==> src/mms_pkg.sv <==
// Shared types and constants for the markup math segmenter.
package mms_pkg;

    // Internal offset arithmetic width; offsets wrap modulo 2**OFS_W
    localparam int OFS_W   = 16;
    // Width of the start and length result fields
    localparam int FIELD_W = 16;
    localparam int KIND_W  = 3;

    // Result queue geometry
    localparam int QDEPTH  = 4;
    localparam int QPTR_W  = $clog2(QDEPTH);
    localparam int QCNT_W  = QPTR_W + 1;

    // Segment kinds
    localparam logic [KIND_W-1:0] KIND_TEXT    = 3'd0;
    localparam logic [KIND_W-1:0] KIND_INLINE  = 3'd1;
    localparam logic [KIND_W-1:0] KIND_DISPLAY = 3'd2;
    localparam logic [KIND_W-1:0] KIND_LINEBRK = 3'd3;
    localparam logic [KIND_W-1:0] KIND_PARBRK  = 3'd4;

    // Markup characters
    localparam logic [7:0] CH_DOLLAR = 8'h24;
    localparam logic [7:0] CH_BSL    = 8'h5C;
    localparam logic [7:0] CH_LBRK   = 8'h5B;
    localparam logic [7:0] CH_RBRK   = 8'h5D;
    localparam logic [7:0] CH_NL     = 8'h0A;
    localparam logic [7:0] CH_SPACE  = 8'h20;
    localparam logic [7:0] CH_TAB    = 8'h09;

    typedef struct packed {
        logic [KIND_W-1:0]  kind;
        logic [FIELD_W-1:0] start;
        logic [FIELD_W-1:0] length;
        logic               run_end;
        logic               doc_done;
    } t_result;

    // Up to two results caused by one byte, packed toward slot 0
    typedef struct packed {
        logic    v0;
        logic    v1;
        t_result r0;
        t_result r1;
    } t_result_pair;

endpackage

==> src/markup_math_segmenter_unit.sv <==
// Top level of the markup math segmenter: byte scanner feeding a result queue.
//
//  channel  direction  handshake               payload
//  in       sink       i_in_valid/o_in_ready   i_char_byte, i_final_byte
//  out      source     o_out_valid/i_out_ready o_segment_kind, o_segment_start,
//                                              o_segment_length, o_run_end,
//                                              o_document_done
//
// One byte is scanned in the cycle it transfers; its results are in the queue
// the next cycle and reach the output behind older ones. A byte is taken every cycle while
// the four-entry result queue holds at most two results, so output stalls or
// bytes giving two results throttle input. Reset (synchronous, active low)
// returns to plain text at offset zero and empties the queue.
module markup_math_segmenter_unit (
    input  logic                         i_clk,
    input  logic                         i_rst_n,
    input  logic                         i_in_valid,
    output logic                         o_in_ready,
    input  logic [7:0]                   i_char_byte,
    input  logic                         i_final_byte,
    output logic                         o_out_valid,
    input  logic                         i_out_ready,
    output logic [mms_pkg::KIND_W-1:0]   o_segment_kind,
    output logic [mms_pkg::FIELD_W-1:0]  o_segment_start,
    output logic [mms_pkg::FIELD_W-1:0]  o_segment_length,
    output logic                         o_run_end,
    output logic                         o_document_done
);

    logic                  accept;
    logic                  space2;
    mms_pkg::t_result_pair pair;
    mms_pkg::t_result      head;

    assign o_in_ready = space2;
    assign accept     = i_in_valid && space2;

    mms_scan u_scan (
        .i_clk        (i_clk),
        .i_rst_n      (i_rst_n),
        .i_accept     (accept),
        .i_char_byte  (i_char_byte),
        .i_final_byte (i_final_byte),
        .o_res        (pair)
    );

    mms_res_queue u_queue (
        .i_clk    (i_clk),
        .i_rst_n  (i_rst_n),
        .i_push   (accept),
        .i_pair   (pair),
        .i_pop    (o_out_valid && i_out_ready),
        .o_space2 (space2),
        .o_valid  (o_out_valid),
        .o_data   (head)
    );

    assign o_segment_kind   = head.kind;
    assign o_segment_start  = head.start;
    assign o_segment_length = head.length;
    assign o_run_end        = head.run_end;
    assign o_document_done  = head.doc_done;

endmodule

==> src/mms_scan.sv <==
// Byte scanner: mode state, offsets and the results decided by each byte.
module mms_scan (
    input  logic                  i_clk,
    input  logic                  i_rst_n,
    input  logic                  i_accept,
    input  logic [7:0]            i_char_byte,
    input  logic                  i_final_byte,
    output mms_pkg::t_result_pair o_res
);

    localparam int W  = mms_pkg::OFS_W;
    localparam int FW = mms_pkg::FIELD_W;

    typedef enum logic [2:0] {
        M_TEXT = 3'd0,
        M_BSL  = 3'd1,
        M_NL   = 3'd2,
        M_INL  = 3'd3,
        M_DD   = 3'd4,
        M_DDP  = 3'd5,
        M_BD   = 3'd6,
        M_BDP  = 3'd7
    } t_mode;

    t_mode          r_mode, n_mode;
    logic [W-1:0]   r_pos, n_pos;
    logic [W-1:0]   r_origin, n_origin;
    logic [W-1:0]   r_nlpos, n_nlpos;

    logic [W-1:0]   p, nx, prev;
    logic           text_byte;
    logic           a_req, a_valid;
    logic [W-1:0]   a_end, a_len;
    logic           b_valid;
    logic [mms_pkg::KIND_W-1:0] b_kind;
    logic [W-1:0]   b_start, b_len;
    logic           f_valid;
    logic [mms_pkg::KIND_W-1:0] f_kind;
    logic [W-1:0]   f_len;
    mms_pkg::t_result res_a, res_b, res_f;
    mms_pkg::t_result_pair pair;

    always_comb begin
        p    = r_pos;
        nx   = r_pos + W'(1);
        prev = r_pos - W'(1);

        n_mode    = r_mode;
        n_origin  = r_origin;
        n_nlpos   = r_nlpos;
        text_byte = 1'b0;
        a_req     = 1'b0;
        a_end     = p;
        b_valid   = 1'b0;
        b_kind    = mms_pkg::KIND_TEXT;
        b_start   = r_origin;
        b_len     = '0;

        case (r_mode)
            M_BSL: begin
                if (i_char_byte == mms_pkg::CH_LBRK) begin
                    a_req    = 1'b1;
                    a_end    = prev;
                    n_mode   = M_BD;
                    n_origin = nx;
                end else if (i_char_byte == mms_pkg::CH_BSL) begin
                    a_req    = 1'b1;
                    a_end    = prev;
                    b_valid  = 1'b1;
                    b_kind   = mms_pkg::KIND_LINEBRK;
                    b_start  = '0;
                    n_mode   = M_TEXT;
                    n_origin = nx;
                end else begin
                    n_mode    = M_TEXT;
                    text_byte = 1'b1;
                end
            end
            M_NL: begin
                if (i_char_byte == mms_pkg::CH_SPACE || i_char_byte == mms_pkg::CH_TAB) begin
                    n_mode = M_NL;
                end else if (i_char_byte == mms_pkg::CH_NL) begin
                    a_req    = 1'b1;
                    a_end    = r_nlpos;
                    b_valid  = 1'b1;
                    b_kind   = mms_pkg::KIND_PARBRK;
                    b_start  = '0;
                    n_mode   = M_TEXT;
                    n_origin = nx;
                end else begin
                    n_mode    = M_TEXT;
                    text_byte = 1'b1;
                end
            end
            M_INL: begin
                if (i_char_byte == mms_pkg::CH_DOLLAR) begin
                    // a dollar right after the opener turns it into display math
                    if (p == r_origin) begin
                        n_mode = M_DD;
                    end else begin
                        b_valid = 1'b1;
                        b_kind  = mms_pkg::KIND_INLINE;
                        b_len   = p - r_origin;
                        n_mode  = M_TEXT;
                    end
                    n_origin = nx;
                end
            end
            M_DD: begin
                if (i_char_byte == mms_pkg::CH_DOLLAR) begin
                    n_mode = M_DDP;
                end
            end
            M_DDP: begin
                if (i_char_byte == mms_pkg::CH_DOLLAR) begin
                    b_valid  = 1'b1;
                    b_kind   = mms_pkg::KIND_DISPLAY;
                    b_len    = prev - r_origin;
                    n_mode   = M_TEXT;
                    n_origin = nx;
                end else begin
                    n_mode = M_DD;
                end
            end
            M_BD: begin
                if (i_char_byte == mms_pkg::CH_BSL) begin
                    n_mode = M_BDP;
                end
            end
            M_BDP: begin
                if (i_char_byte == mms_pkg::CH_RBRK) begin
                    b_valid  = 1'b1;
                    b_kind   = mms_pkg::KIND_DISPLAY;
                    b_len    = prev - r_origin;
                    n_mode   = M_TEXT;
                    n_origin = nx;
                end else if (i_char_byte != mms_pkg::CH_BSL) begin
                    n_mode = M_BD;
                end
            end
            default: begin
                text_byte = 1'b1;
            end
        endcase

        if (text_byte) begin
            if (i_char_byte == mms_pkg::CH_DOLLAR) begin
                a_req    = 1'b1;
                a_end    = p;
                n_mode   = M_INL;
                n_origin = nx;
            end else if (i_char_byte == mms_pkg::CH_BSL) begin
                n_mode = M_BSL;
            end else if (i_char_byte == mms_pkg::CH_NL) begin
                n_mode  = M_NL;
                n_nlpos = p;
            end
        end

        a_len   = a_end - r_origin;
        a_valid = a_req && (a_len != '0);

        // End of document closes whatever segment is open
        f_len = nx - n_origin;
        if (n_mode == M_TEXT || n_mode == M_BSL || n_mode == M_NL) begin
            f_kind  = mms_pkg::KIND_TEXT;
            f_valid = i_final_byte && (f_len != '0);
        end else if (n_mode == M_INL) begin
            f_kind  = mms_pkg::KIND_INLINE;
            f_valid = i_final_byte;
        end else begin
            f_kind  = mms_pkg::KIND_DISPLAY;
            f_valid = i_final_byte;
        end

        res_a = '{kind: mms_pkg::KIND_TEXT, start: FW'(r_origin), length: FW'(a_len),
                  run_end: 1'b0, doc_done: 1'b0};
        res_b = '{kind: b_kind, start: FW'(b_start), length: FW'(b_len),
                  run_end: 1'b0, doc_done: 1'b0};
        res_f = '{kind: f_kind, start: FW'(n_origin), length: FW'(f_len),
                  run_end: 1'b0, doc_done: 1'b0};

        pair    = '0;
        pair.r0 = res_f;
        pair.r1 = res_f;
        if (a_valid) begin
            pair.v0 = 1'b1;
            pair.r0 = res_a;
            pair.v1 = b_valid || f_valid;
            pair.r1 = b_valid ? res_b : res_f;
        end else if (b_valid) begin
            pair.v0 = 1'b1;
            pair.r0 = res_b;
            pair.v1 = f_valid;
        end else begin
            pair.v0 = f_valid;
        end
        if (pair.v1) begin
            pair.r1.run_end  = 1'b1;
            pair.r1.doc_done = i_final_byte;
        end else begin
            pair.r0.run_end  = 1'b1;
            pair.r0.doc_done = i_final_byte;
        end

        if (i_final_byte) begin
            n_pos    = '0;
            n_mode   = M_TEXT;
            n_origin = '0;
            n_nlpos  = '0;
        end else begin
            n_pos = nx;
        end
    end

    assign o_res = pair;

    always_ff @(posedge i_clk) begin
        if (!i_rst_n) begin
            r_mode   <= M_TEXT;
            r_pos    <= '0;
            r_origin <= '0;
            r_nlpos  <= '0;
        end else if (i_accept) begin
            r_mode   <= n_mode;
            r_pos    <= n_pos;
            r_origin <= n_origin;
            r_nlpos  <= n_nlpos;
        end
    end

`ifndef SYNTHESIS
    a_pair_packed: assert property (@(posedge i_clk) disable iff (!i_rst_n)
        i_accept && o_res.v1 |-> o_res.v0)
        else $error("second result without first");

    a_run_end_last: assert property (@(posedge i_clk) disable iff (!i_rst_n)
        i_accept && o_res.v1 |-> o_res.r1.run_end && !o_res.r0.run_end)
        else $error("run_end not on last result");

    a_doc_reset: assert property (@(posedge i_clk) disable iff (!i_rst_n)
        i_accept && i_final_byte |=> r_pos == '0 && r_origin == '0 && r_mode == M_TEXT)
        else $error("state not cleared after final byte");

    a_pos_step: assert property (@(posedge i_clk) disable iff (!i_rst_n)
        i_accept && !i_final_byte |=> r_pos == $past(r_pos) + W'(1))
        else $error("byte position did not advance");
`endif

endmodule

==> src/mms_res_queue.sv <==
// Result queue: takes up to two results per cycle, hands out one per transfer.
module mms_res_queue (
    input  logic                  i_clk,
    input  logic                  i_rst_n,
    input  logic                  i_push,
    input  mms_pkg::t_result_pair i_pair,
    input  logic                  i_pop,
    output logic                  o_space2,
    output logic                  o_valid,
    output mms_pkg::t_result      o_data
);

    localparam int PW = mms_pkg::QPTR_W;
    localparam int CW = mms_pkg::QCNT_W;

    mms_pkg::t_result r_mem [mms_pkg::QDEPTH];
    logic [PW-1:0]    r_wr, n_wr;
    logic [PW-1:0]    r_rd, n_rd;
    logic [CW-1:0]    r_count, n_count;
    logic [CW-1:0]    push_n;
    logic [PW-1:0]    wr1;

    always_comb begin
        push_n  = i_push ? (CW'(i_pair.v0) + CW'(i_pair.v1)) : '0;
        wr1     = r_wr + PW'(1);
        n_wr    = r_wr + PW'(push_n);
        n_rd    = i_pop ? r_rd + PW'(1) : r_rd;
        n_count = r_count + push_n - CW'(i_pop);
    end

    assign o_space2 = r_count <= CW'(mms_pkg::QDEPTH - 2);
    assign o_valid  = r_count != '0;
    assign o_data   = r_mem[r_rd];

    always_ff @(posedge i_clk) begin
        if (i_push && i_pair.v0) begin
            r_mem[r_wr] <= i_pair.r0;
        end
        if (i_push && i_pair.v1) begin
            r_mem[wr1] <= i_pair.r1;
        end
    end

    always_ff @(posedge i_clk) begin
        if (!i_rst_n) begin
            r_wr    <= '0;
            r_rd    <= '0;
            r_count <= '0;
        end else begin
            r_wr    <= n_wr;
            r_rd    <= n_rd;
            r_count <= n_count;
        end
    end

`ifndef SYNTHESIS
    a_no_overflow: assert property (@(posedge i_clk) disable iff (!i_rst_n)
        r_count <= CW'(mms_pkg::QDEPTH))
        else $error("result queue overflow");

    a_push_room: assert property (@(posedge i_clk) disable iff (!i_rst_n)
        i_push |-> o_space2)
        else $error("push without room for two results");

    a_pop_nonempty: assert property (@(posedge i_clk) disable iff (!i_rst_n)
        i_pop |-> r_count != '0)
        else $error("pop from empty queue");
`endif

endmodule
==> config.mk <==
export PLATFORM = sky130hd
export DESIGN_NAME = markup_math_segmenter_unit
export DESIGN_NICKNAME = d
export VERILOG_FILES = /design/src/mms_pkg.sv /design/src/markup_math_segmenter_unit.sv /design/src/mms_scan.sv /design/src/mms_res_queue.sv
export SDC_FILE = /design/constraint.sdc
export NUM_CORES = 1
export LEC_CHECK = 0
export ABC_CLOCK_PERIOD_IN_PS = 17000
export BUFFER_PORTS_ARGS = -buffer_cell sky130_fd_sc_hd__buf_2
export CAP_MARGIN = 10
export CORE_MARGIN = 2
export CORE_UTILIZATION = 40
export CTS_BUF_LIST = sky130_fd_sc_hd__clkbuf_8
export DETAILED_ROUTE_END_ITERATION = 6
export HOLD_SLACK_MARGIN = 0.12
export PLACE_DENSITY = 0.58
export SLEW_MARGIN = 40
export SYNTH_ARGS = -nofsm -noshare
export SYNTH_HDL_FRONTEND = slang
export SYNTH_SLANG_ARGS = --single-unit
==> constraint.sdc <==
create_clock -name i_clk -period 17 [get_ports i_clk]
set_clock_uncertainty 0.2 [all_clocks]
set_input_delay 1.7 -clock i_clk [delete_from_list [all_inputs] [get_ports i_clk]]
set_output_delay 1.7 -clock i_clk [all_outputs]
set_load 0.01 [all_outputs]
After elaboration in Yosys (flattened, before gate mapping)
Memories as Yosys holds them, arrays and structs flattened. A register that Yosys moved wholly into a read port is not among the register bits.
Cells that the tools add are included.
{"block": "word_totals", "register_bits": 58, "ramBits": 148, "out_inout_bits": 39, "elab_cells": 153, "n_memories": 1}
{"memory": "u_queue.r_mem", "words": 4, "word_bits": 37, "read_ports": 1, "rd_clocked_by_memory_dff": 1, "wr": 2, "line_no": "mms_res_queue.sv:16", "source": "mms_pkg::t_result r_mem [mms_pkg::QDEPTH];"}
{"block": "classes", "addsub": 12, "order_cmp": 1, "eq_ne": 21, "n_mux": 92, "reduce_logical": 19}
{"operator": "16-bit two-way mux", "count": 29}
{"operator": "37-bit two-way mux", "count": 2}
{"operator": "16-bit case mux with 2 select lines", "count": 2}
{"operator": "16-bit case mux with 4 select lines", "count": 1}
{"operator": "16-bit subtractor", "count": 4}
{"operator": "3-bit two-way mux", "count": 19}
{"operator": "16-bit case mux with 3 select lines", "count": 1}
{"operator": "39-bit two-way mux", "count": 1}
{"operator": "38-bit two-way mux", "count": 1}
{"operator": "16-bit nonzero test", "count": 2}
{"operator": "8-bit by 7-bit == test with 1-bit output, second input constant", "count": 3}
{"operator": "1-bit two-way mux", "count": 22}
{"operator": "3-bit case mux with 7 select lines", "count": 1}
{"operator": "2-bit two-way mux", "count": 9}
{"operator": "16-bit by 1-bit adder with 16-bit output, second input constant", "count": 1}
{"operator": "16-bit == test", "count": 1}
{"operator": "8-bit by 4-bit == test with 1-bit output, second input constant", "count": 2}
{"operator": "8-bit by 6-bit == test with 1-bit output, second input constant", "count": 2}
{"operator": "16-bit by 1-bit subtractor with 16-bit output, second input constant", "count": 1}
{"operator": "3-bit case mux with 5 select lines", "count": 1}
{"operator": "3-bit by 2-bit == test with 1-bit output, second input constant", "count": 4}
{"operator": "3-bit == test, second input constant", "count": 4}
{"operator": "8-bit by 7-bit inequality test with 1-bit output, second input constant", "count": 1}
{"operator": "3-bit by 1-bit == test with 1-bit output, second input constant", "count": 2}
{"operator": "other kinds (18)", "count": 29}

Depth between registers and ports, before layout
{"block": "depth", "depth_word": 18, "mapped_depth": 31, "mapped_depth_nobuf": 28}

Hierarchy
A second synthesis with hierarchy kept.
{"block": "hier_totals", "cells_unflattened": 1512, "area_unflattened_um2": 16069.2}
{"module": "mms_res_queue", "n_inst": 1, "cells_each": 412, "area_each_um2": 8089.0}
{"module": "mms_scan", "n_inst": 1, "cells_each": 1098, "area_each_um2": 7967.6}
{"module": "markup_math_segmenter_unit", "n_inst": 1, "cells_each": 2, "area_each_um2": 12.5}

Worst setup path before layout
OpenSTA, ideal clock, no wires.
{"block": "synth_path", "path_type": "input port to flip-flop", "start": "input i_char_byte[7]", "end": "memory u_queue.r_mem[1][0] (netlist name) (enable)", "setup_time_ps": 524, "arrival_time_ps": 10208, "path_slack_ps": 6068, "path_stages": 22, "path_cell_list": "buf_2 nor3b_1 o211ai_1 and2_1 o21bai_1 nand2_1 nor2_1 mux2_2 ha_1 fa_1 nand2b_1 a21oi_1 nor3_1 or3_1 a211oi_1 and4bb_1 o2111a_1 nor2_1 buf_2 a21oi_1 o21a_1 nor4_1"}
{"item": "from (decl)", "line_no": "markup_math_segmenter_unit.sv:19", "source": "input logic [7:0] i_char_byte,"}
{"item": "to (decl)", "line_no": "mms_res_queue.sv:16"}

==> out/qor.yml <==
status: "finished clean"
internal_power_w: 0.000957
ant_nets: 0
antenna_cells: 0
portBuffers: 51
crit_fanout: 28
seqPwrFrac_pct: 40.4
utilization_pct: 43.9
min_period_over_period_pct: 55.3
remaining_drc_errors: 0
grt_max_degree: 60
synth_async_sr_flop_share_pct: 0
post-route-min-period_ns: 9.39
fmax_mhz: 106
num_vias: 14600
reg2regPathDepth: 22
die_h_microns: 203
grt_use_total_pct: 27.2
routabilityCongestion: 1.01
ys_seq_area_share_pct: 35.5
rows: 73
start_util_pct: 40.3
wirelength_microns: 56300
cp.arrival_ns: 9.45
cts_sinks: 208
io_pins: 52
setup_tns_ns: 0
slew_viol_final: 0
postSynthCellCount: 1791
required_ns: 17.06
nets: 1894
clk_path_buf_depth: 3
postCtsSetupBuffers: 0
netlist_area_sq_um: 15900
dp_hpwl_microns: 42200
final-setup-viol-count: 0
clock_latency_ns: 0.61
worst-setup-path-type: "primary input to flop"
worstSetupEndpoint: "u_queue.r_mem[0][33]"
seqCellArea_sq_um: 5650
final_common_cell: "nand2_1"
r2r_slack_ns: 8.26
worstHoldPathType: "flop to flop"
die-area_sq_um: 41400
end_kind: "flop"
ys_types: 99
area_delta_synth_final_pct: 9.06
syn_avg_cell_area_sq_um: 8.88
r2r-start: "u_scan.r_mode[1]"
core_area_sq_um: 39500
synth-edff-count: 148
clockRootBuffer: "clkbuf_8"
synth_nets: 1876
rsz0062_at_grt: "false"
layout-drive-gt1-share_pct: 12.1
worstMarginPinSlew_ns: 0.866
multi_input_area_sq_um: 9570
p_per_area_nw_per_um2: 83.4
cts.repair.resized: 0
cts_made_buffers: 39
final_cell_mix: "199 x nand2_1, 152 x o21ai_0, 148 x edfxtp_1"
grt_pass1_vias: 13700
clkSlewWorstSetupHoldPaths_ns: 0.06
hold_violations: 0
clockPowerShare_pct: 31.4
setup.worst_path.start: "i_char_byte[0]"
switching_share_pct: 33.8
cts_hold_buf: 0
first_iter_violations: 1574
slew_headroom_pct: 42.1
timing.rr.end: "u_queue.r_mem[0][33]"
cp-start-kind: "primary input"
htreeDepth: 2
grt_antenna_before_repair: 0
cts_tree: "done"
fillCellCount: 3976
die_w_microns: 203
comb_power_share_pct: 28.2
synth_seq_cells: 208
ys.flop_type: "edfxtp_1"
irDropWorstVdd_mv: 0.0464
p_switching_w: 0.000488
drv_cap: 0
via_per_inst: 6.18
grt_overflow: 0
wl_per_cell_microns: 23.8
p_leak_nw: 6.49
drtPass1Iterations: 6
yosysWarningCount: 0
grt_pass1_wl_microns: 85600
-- metrics by stage --
step           area, sq um  total power, W  instances  setup slack [ns]  hold WS (ns)
2_1_floorplan        15900        0.000865       1791              6.07         0.302
3_3_place_gp         16600        0.000999       2293              7.35         0.325
3_5_place_dp         16600         0.00100       2293              7.16         0.330
4_1_cts              17300         0.00145       2363              7.76         0.347
5_1_grt              17300         0.00151       2363              7.24         0.364
6_report             17300         0.00145       2363              7.61         0.342
-- metal layers --
layer / vias up / share of wire, % / GRT usage [%]
li1: 6714 / - / -
met1: 7084 / 43 / 36.8
met2: 669 / 45 / 43.3
met3: 125 / 7.7 / 4.11
met4: 0 / 4.3 / 11.9
met5: - / 0 / 0
-- synthesized netlist by cell type (5+ instances only) --
| master | number | share of area, % |
|---|---|---|
| nand2_1 | 201 | 4.7 |
| o21ai_0 | 153 | 4.8 |
| edfxtp_1 | 148 | 28 |
| a21oi_1 | 113 | 3.6 |
| nor2_1 | 111 | 2.6 |
| inv_1 | 73 | 1.7 |
| clkbuf_1 | 67 | 1.6 |
| ha_1 | 67 | 5.3 |
| nor2b_1 | 62 | 2.4 |
| dfxtp_1 | 60 | 7.6 |
| o21ai_1 | 50 | 1.6 |
| nand3_1 | 49 | 1.5 |
| nor3_1 | 49 | 1.5 |
| a22oi_1 | 45 | 2.1 |
| xnor2_1 | 42 | 2.3 |
| mux4_2 | 38 | 5.4 |
| xor2_1 | 37 | 2.0 |
| a21o_1 | 32 | 1.5 |
| nand4_1 | 26 | 1.0 |
| and2_1 | 24 | 0.94 |
| buf_2 | 21 | 0.66 |
| mux2i_1 | 19 | 1.2 |
| nand2b_1 | 19 | 0.75 |
| and3_1 | 17 | 0.67 |
| o22ai_1 | 17 | 0.67 |
| nor4_1 | 14 | 0.55 |
| o21a_1 | 14 | 0.66 |
| a31oi_1 | 13 | 0.51 |
| o211ai_1 | 13 | 0.61 |
| o21bai_1 | 12 | 0.57 |
| o31ai_1 | 11 | 0.52 |
| or3_1 | 11 | 0.43 |
| a211oi_1 | 10 | 0.47 |
| o2111ai_1 | 9 | 0.50 |
| a21boi_0 | 7 | 0.33 |
| o31a_1 | 7 | 0.39 |
| buf_6 | 6 | 0.42 |
| nor3b_1 | 6 | 0.28 |
| a311oi_1 | 5 | 0.28 |
| buf_1 | 5 | 0.12 |
| fa_1 | 5 | 0.63 |
| nor2_2 | 5 | 0.20 |
-- logic make-up (layout without fill, tap and decap cells) --
group | Yosys count | in the layout | share of synthesized area (%)
AND/OR/NAND/NOR | 637 | 637 | 20.4
flip-flops | 208 | 208 | 35.5
XOR/XNOR | 79 | 79 | 4.35
adder cells (fa/ha/maj) | 76 | 76 | 6.25
multiplexers | 60 | 60 | 6.81
buffers and inverters | 178 | 225 | 4.74
AO/OA/AOI/OAI | 553 | 553 | 21.9
-- critical path, stage by stage --
cell and delay (ns):
buf_2 0.21, and3b_1 0.24, o2111ai_1 0.21, buf_4 0.24, and2_1 0.46, nand2_1 0.26, nor2_2 0.15, buf_4 0.30
mux2_2 0.44, ha_1 0.24, fa_1 0.47, nand2b_1 0.20, a21oi_1 0.26, nor3_1 0.09, or3_1 0.41, a211oi_1 0.62
and4bb_1 0.33, o2111a_1 0.31, nor2_1 0.58, nor2_2 0.16, or3_1 0.49, a21oi_4 0.63, buf_4 0.45
-- final cells by class --
class                      count  share of cell area, %
multi-input combinational   1405                   55.2
tap                          525                   3.79
inverter                      75                   1.62
clock buffer                  41                   3.25
clock inverter                29                  0.779
sequential                   208                   32.6
timing repair buffer          80                   2.76
-- registers in the layout, summed over array words and instances, names as in the netlist, named ones only --
register,cells
u_queue.r_count,3
u_queue.r_mem,148
u_queue.r_rd,2
u_queue.r_wr,2
u_scan.p,16
u_scan.r_mode,3
u_scan.r_nlpos,16
u_scan.r_origin,16
-- how the worst min path moves through the flow --
stage	startpoint	to	slack, ns	cells past startpoint
after floorplan	u_scan.r_nlpos[15]	u_scan.r_nlpos[15]	0.30	2
after global placement	u_scan.r_nlpos[12]	u_scan.r_nlpos[12]	0.32	2
after detailed placement	u_scan.r_nlpos[12]	u_scan.r_nlpos[12]	0.33	2
after CTS	u_scan.r_nlpos[9]	u_scan.r_nlpos[9]	0.35	2
after global routing	u_scan.r_nlpos[12]	u_scan.r_nlpos[12]	0.36	2
final	u_scan.r_nlpos[12]	u_scan.r_nlpos[12]	0.34	2
-- power by group through the flow --
stage          sequential, W  combinational, W  clock, W
5_1_grt             0.000587          0.000443  0.000482
6_report            0.000584          0.000408  0.000453
2_1_floorplan       0.000586          0.000279         0
4_1_cts             0.000585          0.000409  0.000461
3_3_place_gp        0.000594          0.000405         0
3_5_place_dp        0.000595          0.000408         0
(Power assumes the default switching activity.)
